--- config.mk ---
export PLATFORM = sky130hd
export DESIGN_NAME = rie_ctrl
export DESIGN_NICKNAME = d
export VERILOG_FILES = /design/src/rtl/rie_pkg.sv /design/src/rtl/rie_ctrl.sv
export SDC_FILE = /design/constraint.sdc
export NUM_CORES = 1
export LEC_CHECK = 0
export BUFFER_PORTS_ARGS = -buffer_cell sky130_fd_sc_hd__clkbuf_2
export CAP_MARGIN = 20
export CELL_PAD_IN_SITES_DETAIL_PLACEMENT = 1
export CELL_PAD_IN_SITES_GLOBAL_PLACEMENT = 1
export CORE_UTILIZATION = 28
export DETAILED_ROUTE_END_ITERATION = 7
export PLACE_DENSITY = 0.7
export SETUP_SLACK_MARGIN = 0.3
export SLEW_MARGIN = 20
export SYNTH_ARGS = -nofsm -noshare
export SYNTH_HDL_FRONTEND = slang
export SYNTH_SLANG_ARGS = --single-unit
export TNS_END_PERCENT = 10
--- constraint.sdc ---
create_clock -name i_clk -period 1.32 [get_ports i_clk]
set_input_delay 0.066 -clock i_clk [delete_from_list [all_inputs] [get_ports i_clk]]
set_output_delay 0.066 -clock i_clk [all_outputs]
set_load 0.05 [all_outputs]
--- src/rtl/rie_pkg.sv ---
`timescale 1ns / 1ps
`default_nettype none

package rie_pkg;

    localparam int unsigned MAX_INSTRUCTIONS = 4096;
    localparam int unsigned MEMORY_BYTES     = 65536;
    localparam int unsigned REG_COUNT        = 32;

    // configuration register indexes
    typedef enum logic [1:0] {
        CFG_ENTRY_PC    = 2'd0,
        CFG_INSTR_COUNT = 2'd1,
        CFG_MEMORY_BASE = 2'd2
    } t_cfg_idx;

    typedef enum logic [4:0] {
        OP_NOP   = 5'd0,  OP_LI    = 5'd1,  OP_MOVE  = 5'd2,  OP_MFHI  = 5'd3,
        OP_MFLO  = 5'd4,  OP_LW    = 5'd5,  OP_SW    = 5'd6,  OP_LA    = 5'd7,
        OP_ADD   = 5'd8,  OP_SUB   = 5'd9,  OP_ADDU  = 5'd10, OP_SUBU  = 5'd11,
        OP_AND   = 5'd12, OP_OR    = 5'd13, OP_XOR   = 5'd14, OP_NOR   = 5'd15,
        OP_NOT   = 5'd16, OP_MULT  = 5'd17, OP_MULTU = 5'd18, OP_DIV   = 5'd19,
        OP_DIVU  = 5'd20, OP_J     = 5'd21, OP_BEQ   = 5'd22, OP_BNE   = 5'd23,
        OP_BLT   = 5'd24, OP_BLE   = 5'd25, OP_BGT   = 5'd26, OP_BGE   = 5'd27
    } t_op;

    typedef enum logic [2:0] {
        F_NONE  = 3'd0,
        F_ENTRY = 3'd1,
        F_PC    = 3'd2,
        F_UNSUP = 3'd3,
        F_OVF   = 3'd4,
        F_MEM   = 3'd5,
        F_ADDR  = 3'd6,
        F_OPND  = 3'd7
    } t_fault;

    // how an instruction finishes after the execute cycle
    typedef enum logic [1:0] {
        K_DONE = 2'd0,
        K_LOAD = 2'd1,
        K_DIV  = 2'd2
    } t_kind;

    typedef struct packed {
        logic [4:0]         operation;
        logic [4:0]         dest_reg;
        logic [4:0]         first_reg;
        logic               source_is_immediate;
        logic [31:0]        source_value;
        logic signed [31:0] address_offset;
        logic [11:0]        branch_target;
        logic               three_operand;
        logic [15:0]        source_line;
    } t_in_word;

    typedef struct packed {
        logic        executed_ok;
        logic [2:0]  fault_code;
        logic [12:0] program_counter;
        logic [15:0] fault_line;
        logic [31:0] fault_address;
        logic [31:0] executed_count;
    } t_out_word;

    typedef struct packed {
        logic take;
        logic rd1;
        logic rd2;
        logic addr;
        logic exec;
        logic fin_load;
        logic div_step;
        logic fin_div;
        logic clr;
    } t_cmd;

    typedef struct packed {
        logic  out_free;
        t_kind kind;
        logic  div_last;
        logic  clr_last;
    } t_stat;

endpackage

`default_nettype wire

--- src/rtl/rie_ctrl.sv ---
`timescale 1ns / 1ps
`default_nettype none

module rie_ctrl (
    input  wire logic          i_clk,
    input  wire logic          i_rst_n,
    input  wire logic          i_in_valid,
    output logic               o_in_ready,
    input  wire rie_pkg::t_stat i_stat,
    output rie_pkg::t_cmd      o_cmd
);

    typedef enum logic [3:0] {
        S_CLEAR, S_IDLE, S_RD1, S_RD2, S_ADDR, S_EXEC, S_LOAD, S_DIV, S_DIVF
    } t_state;

    t_state r_state;
    t_state n_state;

    assign o_in_ready = (r_state == S_IDLE);

    always_comb begin
        o_cmd   = '0;
        n_state = r_state;
        unique case (r_state)
            S_CLEAR: begin
                o_cmd.clr = 1'b1;
                if (i_stat.clr_last) n_state = S_IDLE;
            end
            S_IDLE: begin
                if (i_in_valid) begin
                    o_cmd.take = 1'b1;
                    n_state    = S_RD1;
                end
            end
            S_RD1: begin
                o_cmd.rd1 = 1'b1;
                n_state   = S_RD2;
            end
            S_RD2: begin
                o_cmd.rd2 = 1'b1;
                n_state   = S_ADDR;
            end
            S_ADDR: begin
                o_cmd.addr = 1'b1;
                n_state    = S_EXEC;
            end
            S_EXEC: begin
                if (i_stat.out_free) begin
                    o_cmd.exec = 1'b1;
                    unique case (i_stat.kind)
                        rie_pkg::K_LOAD: n_state = S_LOAD;
                        rie_pkg::K_DIV:  n_state = S_DIV;
                        default:         n_state = S_IDLE;
                    endcase
                end
            end
            S_LOAD: begin
                if (i_stat.out_free) begin
                    o_cmd.fin_load = 1'b1;
                    n_state        = S_IDLE;
                end
            end
            S_DIV: begin
                o_cmd.div_step = 1'b1;
                if (i_stat.div_last) n_state = S_DIVF;
            end
            S_DIVF: begin
                if (i_stat.out_free) begin
                    o_cmd.fin_div = 1'b1;
                    n_state       = S_IDLE;
                end
            end
            default: n_state = S_IDLE;
        endcase
    end

    always_ff @(posedge i_clk) begin
        if (!i_rst_n) begin
            r_state <= S_CLEAR;
        end else begin
            r_state <= n_state;
        end
    end

    a_clear_once: assert property (@(posedge i_clk) disable iff (!i_rst_n)
        (r_state != S_CLEAR) |=> (r_state != S_CLEAR))
        else $error("memory clear pass entered again");

    a_commit_free: assert property (@(posedge i_clk) disable iff (!i_rst_n)
        (o_cmd.exec || o_cmd.fin_load || o_cmd.fin_div) |-> i_stat.out_free)
        else $error("commit while output register busy");

endmodule

`default_nettype wire

Word-level counts from Yosys, hierarchy flattened:

Index checks and enable logic that the tools add are counted.

* bits in registers: 4
* ROM bits: 0
* word-level logic and storage cells: 37
* memories kept: 0
* RAM bits: 0
* output and inout port bits: 10
* bits in latches: 0

* equal/unequal tests: 15
* $lt $le $gt $ge: 0
* shift operators: 0
* divide/modulo/power cells: 0
* reductions and logical operators: 3
* $mul: 0
* add/sub/neg operators: 0
* bitwise logic cells: 0
* muxes and demuxes: 18

Operators by type and width (count)
* 4-bit case mux with 8 select lines: 1
* 4-bit 2-to-1 mux: 5
* 4-bit by 3-bit equality test with 1-bit output, second input constant: 4
* 1-bit 2-to-1 mux: 11
* 4-bit by 2-bit equality test with 1-bit output, second input constant: 2
* 2-bit != test, second input constant: 4
* 3-bit case mux with 2 select lines: 1
* 5-bit AND reduction: 1
* 4-bit by 1-bit equality test with 1-bit output, second input constant: 1
* 4-bit equality test, second input constant: 1
* 4-bit zero test: 1
* 2-bit by 1-bit equality test with 1-bit output, second input constant: 1
* 2-bit equality test, second input constant: 1
* 2-bit by 1-bit != test with 1-bit output, second input constant: 1
* 2-bit OR reduction: 1

Logic depth before layout (Yosys ltp):

Gate-level depths: netlist (run 1).

* depth after elaboration: 4
* depth in mapped cells: 5
* mapped depth without buffers: 5

Least setup slack after synthesis (run 1):

OpenSTA, ideal clock, no wires.

* kind: reg2out
* start: reg r_state[1]
* end: out o_cmd[8] in the netlist's numbering
* cell stages (with the launch flop): 5
* slack: -1059 ps
* buffers on the path: 1
* required time: 1254 ps
* arrival: 2313 ps
* cells stage by stage: dfxtp_1 > buf_2 > nand2b_1 > nor3_1 > and2_1

RTL lines
* from (decl): RTL line rie_ctrl.sv:17 `t_state r_state;`
* from (signal assigned): RTL line rie_ctrl.sv:82 `r_state <= n_state;`
* to (decl): RTL line rie_ctrl.sv:10 `output rie_pkg::t_cmd o_cmd`

==> results of run 1 <==
-- power by group through the flow --
stage	registers [uW]	clock network, uW	logic [uW]
finish	259	160	1230
global route	267	176	1300
CTS	256	168	1190
detailed placement	234	0	1020
global placement	230	0	1000
floorplan	186	0	741
-- synth_stat cells, drive strengths merged --
master / n
nand2b: 4
nor2b: 2
buf: 5
o2bb2ai: 1
and2b: 1
dfxtp: 4
nor4b: 1
ha: 1
o21ai: 2
nor3: 5
o211ai: 1
o31ai: 1
nor2: 4
nor4: 1
mux2i: 4
and3b: 1
a211oi: 1
and2: 2
a21oi: 1
inv: 2
nand2: 9
xor2: 1
-- cell type report --
| type | instances | area (sq um) |
|---|---|---|
| fillers | 160 | 556.8 |
| multi-input cells | 43 | 357.8 |
| repair buffers | 31 | 310.3 |
| flip-flops and latches | 4 | 92.59 |
| clock buffers | 3 | 22.52 |
| well taps | 15 | 18.77 |
| inverters | 2 | 7.507 |
-- metrics by stage --
step | cell area (sq um) | hold slack, ps | util, % | total power (uW) | setup WS, ps
after floorplan | 471.7 | 204.8 | - | 927.0 | -388.8
after global placement | 660.6 | 390.6 | 48.35 | 1231 | -79.95
after detailed placement | 660.6 | 383.7 | 48.35 | 1254 | -136.1
after CTS | 789.5 | 117.2 | 57.78 | 1616 | -81.53
after global routing | 809.5 | 133.7 | 59.25 | 1745 | -187.2
final | 809.5 | 133.9 | 59.25 | 1650 | -74.18
-- cell usage in the layout, fill, tap and decap left out, types with 2 or more instances in the layout --
cell / count
buf_4: 11
nand2_1: 8
clkbuf_2: 7
nand2b_1: 4
mux2i_1: 4
clkbuf_4: 4
nor3_2: 3
buf_8: 3
clkbuf_8: 3
buf_6: 3
dfxtp_4: 3
nor2_2: 2
nor2b_1: 2
buf_12: 2
-- worst register-to-register path, stage by stage, from the launching register on --
cell and delay, ps:
dfxtp_4 360, buf_6 130, nor4_4 280, nand2b_1 140
o211ai_4 130, mux2i_1 250
-- timing repair --
item / in CTS / in global routing
hold endpoints to repair: 0 / 0
setup endpoints to repair: 14 / 14
resized for setup: 26 / 9
pin swaps: 4 / 2
buffers inserted: 1 / 0
-- logic make-up (layout without fill, tap and decap cells) --
group                      after synthesis  count (layout)
AOI/OAI and AO/OA                        7               7
and+or+nand+nor                         30              30
muxes                                    4               4
buffers and inverters                    7              36
adders and majority gates                1               1
DFF                                      4               4
xor gates and xnor gates                 1               1
-- how the worst max path moves through the flow --
stage	startpoint	to	slack [ps]	cells after the start
finish	r_state[1]$_SDFFE_PN0P_	o_cmd[0]	-70	4
global route	r_state[1]$_SDFFE_PN0P_	o_cmd[0]	-190	4
CTS	r_state[1]$_SDFFE_PN0P_	o_cmd[0]	-80	4
detailed placement	r_state[0]$_SDFFE_PN0P_	r_state[1]$_SDFFE_PN0P_	-140	5
global placement	r_state[0]$_SDFFE_PN0P_	r_state[0]$_SDFFE_PN0P_	-80	4
floorplan	r_state[0]$_SDFFE_PN0P_	r_state[0]$_SDFFE_PN0P_	-390	5
-- layer usage --
metal	routed length [microns]	GRT usage, %	up-vias
li1	-	-	243
met3	23	1.630	2
met1	599	22.68	250
met2	860	37.89	10
met4	16	9.677	0
met5	0	0	-
==> results.json, run 1 <==
{
  "outcome": "finished, violations left",
  "violations": "setup timing",
  "ys_ff_latch": 4,
  "final_antenna_net_count": 0,
  "reg2reg_depth": 5,
  "nNetsFinal": 94,
  "p_int_uw": 859.7,
  "p_seq_share_pct": 15.7,
  "yosys-top-cells-area": "dfxtp_1, mux2i_1, nand2_1",
  "dieWidth_microns": 41.15,
  "hold_path_end": "r_state[3]$_SDFFE_PN0P_",
  "die_y_microns": 41.15,
  "root_buffer": "clkbuf_4",
  "reg2reg_slack_ps": -60,
  "htree_levels": 1,
  "setup_violations": 10,
  "drv_cap": 0,
  "synthSimpleGateAreaFrac_pct": 41.11,
  "clock_skew_ps": 7.435,
  "regMostFlops": "r_state",
  "min_path_type": "input port to flop",
  "path_buf_inv": 3,
  "r2r_end": "r_state[1]$_SDFFE_PN0P_",
  "syn_to_final_growth_pct": 88.63,
  "reg.largest.list": "r_state: 4 flops",
  "synth-xor-area-share_pct": 2.041,
  "clockBufferDepth": 2,
  "synthMuxAreaShare_pct": 9.329,
  "hold-path-cell-count": 3,
  "synth_top_family_by_area": "simple AND/OR/NAND/NOR gates",
  "grt-ovfl-total": 0,
  "syn_inst": 54,
  "hp-start": "i_rst_n",
  "vias_per_cell": 5.153,
  "grt_pass1_wl_mm": 2.159,
  "io_pins": 18,
  "drtIter0Drc": 7,
  "period_share_pct": 105.6,
  "p_switching_uw": 790.5,
  "cp_data_arrival_time_ps": 1330,
  "period_needed_ps": 1394,
  "antenna_found_initial": 0,
  "vias": 505,
  "crit_family": "buffers and inverters",
  "yosysTopAreaCell": "dfxtp_1",
  "rsz0062_at_grt": "yes",
  "synthesis.area_sq_um": 429.2,
  "gp_congestion": 0.8023,
  "p_leak_uw": 0.0003671,
  "grt_pass1_vias": 487,
  "core_sq_um": 1366,
  "antenna_cells": 0,
  "cts_hold_buffers": 0,
  "end_kind": "output pin",
  "hpwlAfterDp_mm": 1.019,
  "power.density_nw_per_um2": 2038,
  "cp_slowest_cell": "dfxtp_4",
  "largest_register_ffs": 4,
  "clock_power_share_pct": 9.7,
  "p_comb_share_pct": 74.6,
  "path_class": "flop to output pin",
  "yosys_warnings": 0,
  "dr.pass1.iters": 4,
  "hold_viol_final": 0,
  "timing.final.ws_setup_ps": -74.18,
  "achievable-frequency_ghz": 0.7173,
  "worst_slew_pin_slew_ps": 279.5,
  "drc_errors": 0,
  "ys_seq_area_share_pct": 18.66,
  "synth_compound_area_share_pct": 15.74,
  "dieArea_sq_um": 1693,
  "instances_no_fill": 98,
  "start_util_pct": 31.41,
  "synthAdderAreaFrac_pct": 2.915,
  "syn_area_per_cell_sq_um": 7.947,
  "dp.cells": 94,
  "cts_sinks": 4,
  "synth_cell_types": 26,
  "drive_gt1_share_pct": 63.86,
  "cp.required_ps": 1250,
  "critPathMaxFanout": 5,
  "rows": 13,
  "worstPathCellList": "buf_6 > nor4_4 > buf_4 > clkbuf_16",
  "p_sw_share_pct": 47.90,
  "synth_top_area_share_pct": 18.66,
  "cts_made_buffers": 3,
  "drt-total-wl_mm": 1.500,
  "ir_worst_vdd_mv": 0.8850,
  "routedWlPerCell_microns": 15.31,
  "worstSetupStartpointType": "flop",
  "fin_setup_tns_ps": -423.3,
  "io_buffers": 17,
  "clock_latency_ps": 240,
  "slew_headroom_pct": 81.30,
  "clk_pin_slew_ps": 40,
  "rr_startpoint": "r_state[1]$_SDFFE_PN0P_",
  "slowest_delay_ps": 360,
  "grt_max_degree": 9,
  "report.final.slew_viol_count": 0,
  "tritoncts": "built",
  "globalRouteTotalUtil_pct": 20.31,
  "syn_nets": 63
}
(Power assumes the default switching activity.)
==> run 2: changes to the inputs <==
--- a/config.mk
+++ b/config.mk
@@ -9,6 +9,7 @@
 export CAP_MARGIN = 20
 export CELL_PAD_IN_SITES_DETAIL_PLACEMENT = 1
 export CELL_PAD_IN_SITES_GLOBAL_PLACEMENT = 1
+export CORE_MARGIN = 2
 export CORE_UTILIZATION = 28
 export DETAILED_ROUTE_END_ITERATION = 7
 export PLACE_DENSITY = 0.7
==> run 2 against run 1 <==
Net effect:
- the flow still finishes with violations (setup timing)
- largest cell class unchanged
- utilization decreased by 6.3 points
- via count decreased by 7.1%
- setup slack improved by 33 ps
- clock-buffer cell count unchanged
- clock power decreased by 10%
- sequential power decreased by 5%
- cell count unchanged
- clock skew decreased by 5.2 ps
- non-clock buffer count decreased by 1
- sequential share of layout area increased by 0.28 points
==> results.json, run 2 (synthesis gave the netlist of run 1 again) <==
{
  "final_antenna_net_count": 0,
  "outcome": "finished, violations left",
  "reg.largest.list": "r_state: 4 flops",
  "grt_pass1_wl_mm": 2.214,
  "clock_latency_ps": 230,
  "period_share_pct": 103.1,
  "root_buffer": "clkbuf_4",
  "io_pins": 18,
  "cts_sinks": 4,
  "dp.cells": 94,
  "timing.final.ws_setup_ps": -41.01,
  "dieWidth_microns": 43.15,
  "grt-ovfl-total": 0,
  "top_layer": "met3",
  "cp_data_arrival_time_ps": 1300,
  "dr.pass1.iters": 4,
  "layout_common_cells": "buf_4, nand2_1, clkbuf_2, clkbuf_8",
  "largest_register_ffs": 4,
  "dr_wl_met2_microns": 696,
  "multi_input_area_sq_um": 349.1,
  "setup_violations": 5,
  "routedWlPerCell_microns": 12.64,
  "antenna_found_initial": 0,
  "cts_made_buffers": 3,
  "rsz0062_at_grt": "yes",
  "clk_pin_slew_ps": 40,
  "hold_slack_ps": 167.4,
  "power.density_nw_per_um2": 2047,
  "grt_max_degree": 10,
  "fillers": 179,
  "p_seq_share_pct": 15.5,
  "p_sw_share_pct": 46.13,
  "finalPower_uw": 1596,
  "path_class": "flop to output pin",
  "rows": 14,
  "core_sq_um": 1471,
  "cts_hold_buffers": 0,
  "cp.required_ps": 1250,
  "place_ws_ps": -139.9,
  "end_kind": "output pin",
  "nNetsFinal": 93,
  "report.final.slew_viol_count": 0,
  "drive_gt1_share_pct": 60.98,
  "violations": "setup timing",
  "syn_to_final_growth_pct": 81.63,
  "die_y_microns": 43.15,
  "p_comb_share_pct": 75.5,
  "achievable-frequency_ghz": 0.7347,
  "min_path_type": "input port to flop",
  "drc_errors": 0,
  "slew_headroom_pct": 82.59,
  "gp_congestion": 0.7273,
  "worstSetupStartpointType": "flop",
  "drtIter0Drc": 2,
  "hold_viol_final": 0,
  "regMostFlops": "r_state",
  "worst_slew_pin_slew_ps": 259.9,
  "period_needed_ps": 1361,
  "dieArea_sq_um": 1862,
  "hpwlAfterDp_mm": 1.008,
  "wl_met1_microns": 494,
  "tritoncts": "built",
  "seq_area_sq_um": 91.34,
  "p_leak_uw": 0.0003579,
  "grt_pass1_vias": 503,
  "wl_met3_microns": 48,
  "ir_worst_vdd_mv": 0.7984,
  "placed_area_sq_um": 624.3,
  "drt-total-wl_mm": 1.239,
  "design_area_sq_um": 779.5,
  "p_int_uw": 859.6,
  "antenna_cells": 0,
  "clock_skew_ps": 2.234,
  "drv_cap": 0,
  "clockBufferDepth": 2,
  "critPathMaxFanout": 5,
  "instances_no_fill": 98,
  "htree_levels": 1,
  "clock_power_share_pct": 9.0,
  "vias": 469,
  "p_switching_uw": 736.0,
  "globalRouteTotalUtil_pct": 15.82,
  "io_buffers": 17,
  "mostFrequentLayoutCell": "buf_4",
  "start_util_pct": 29.17,
  "vias_per_cell": 4.786
}
[run 2: cell types whose count changed in the layout (fill, tap and decap cells not counted), sizes merged]
cell,previous run,this run
buf,19,15
clkbuf,15,18
[run 2: repair_timing]
action / 4_1_cts / 5_1_grt
endpoints found under the setup margin: 14 / 14
hold endpoints to repair: 0 / 0
resized for setup: 31 / 3
pin swaps: 2 / 1
buffers inserted: 0 / 1
[run 2: final cells by class]
type / count / share of cell area [%]
multi-input combinational: 43 / 44.78
timing repair buffer: 30 / 37.08
inverter: 2 / 0.9631
clock buffer: 3 / 2.889
tap: 16 / 2.568
sequential: 4 / 11.72
[run 2: metal layers]
metal / track usage (%) / vias up
met5: 0 / -
met1: 18.62 / 217
met3: 2.553 / 0
li1: - / 239
met4: 5.455 / 0
met2: 28.36 / 13
[run 2: stage by stage]
step | TNS (ps) | utilization [%]
after global routing | -1074 | 52.98
after floorplan | -2466 | -
after detailed placement | -469.8 | 42.43
after CTS | -208.8 | 52.13
after global placement | -53.18 | 42.43
final | -114.3 | 52.98
[run 2: worst max-delay path, cell delays in order, from the launching register on]
cell and delay, ps:
dfxtp_4 360, buf_8 130, nor4_4 270, buf_4 160, clkbuf_16 150
[run 2: power by group through the flow]
stage	Sequential (uW)	Combinational, uW	Clock, uW
after global placement	217	981	0
final	247	1200	144
after CTS	249	1190	150
after global routing	255	1270	170
after floorplan	186	741	0
after detailed placement	224	997	0
[run 2: final timing paths]
path | start | to | slack, ps | cells after the start
min | i_rst_n | r_state[2]$_SDFFE_PN0P_ | 170 | 3
max reg2reg | r_state[1]$_SDFFE_PN0P_ | r_state[1]$_SDFFE_PN0P_ | -20 | 5
min reg2reg | r_state[0]$_SDFFE_PN0P_ | r_state[0]$_SDFFE_PN0P_ | 540 | 2
max | r_state[1]$_SDFFE_PN0P_ | o_cmd[0] | -40 | 4
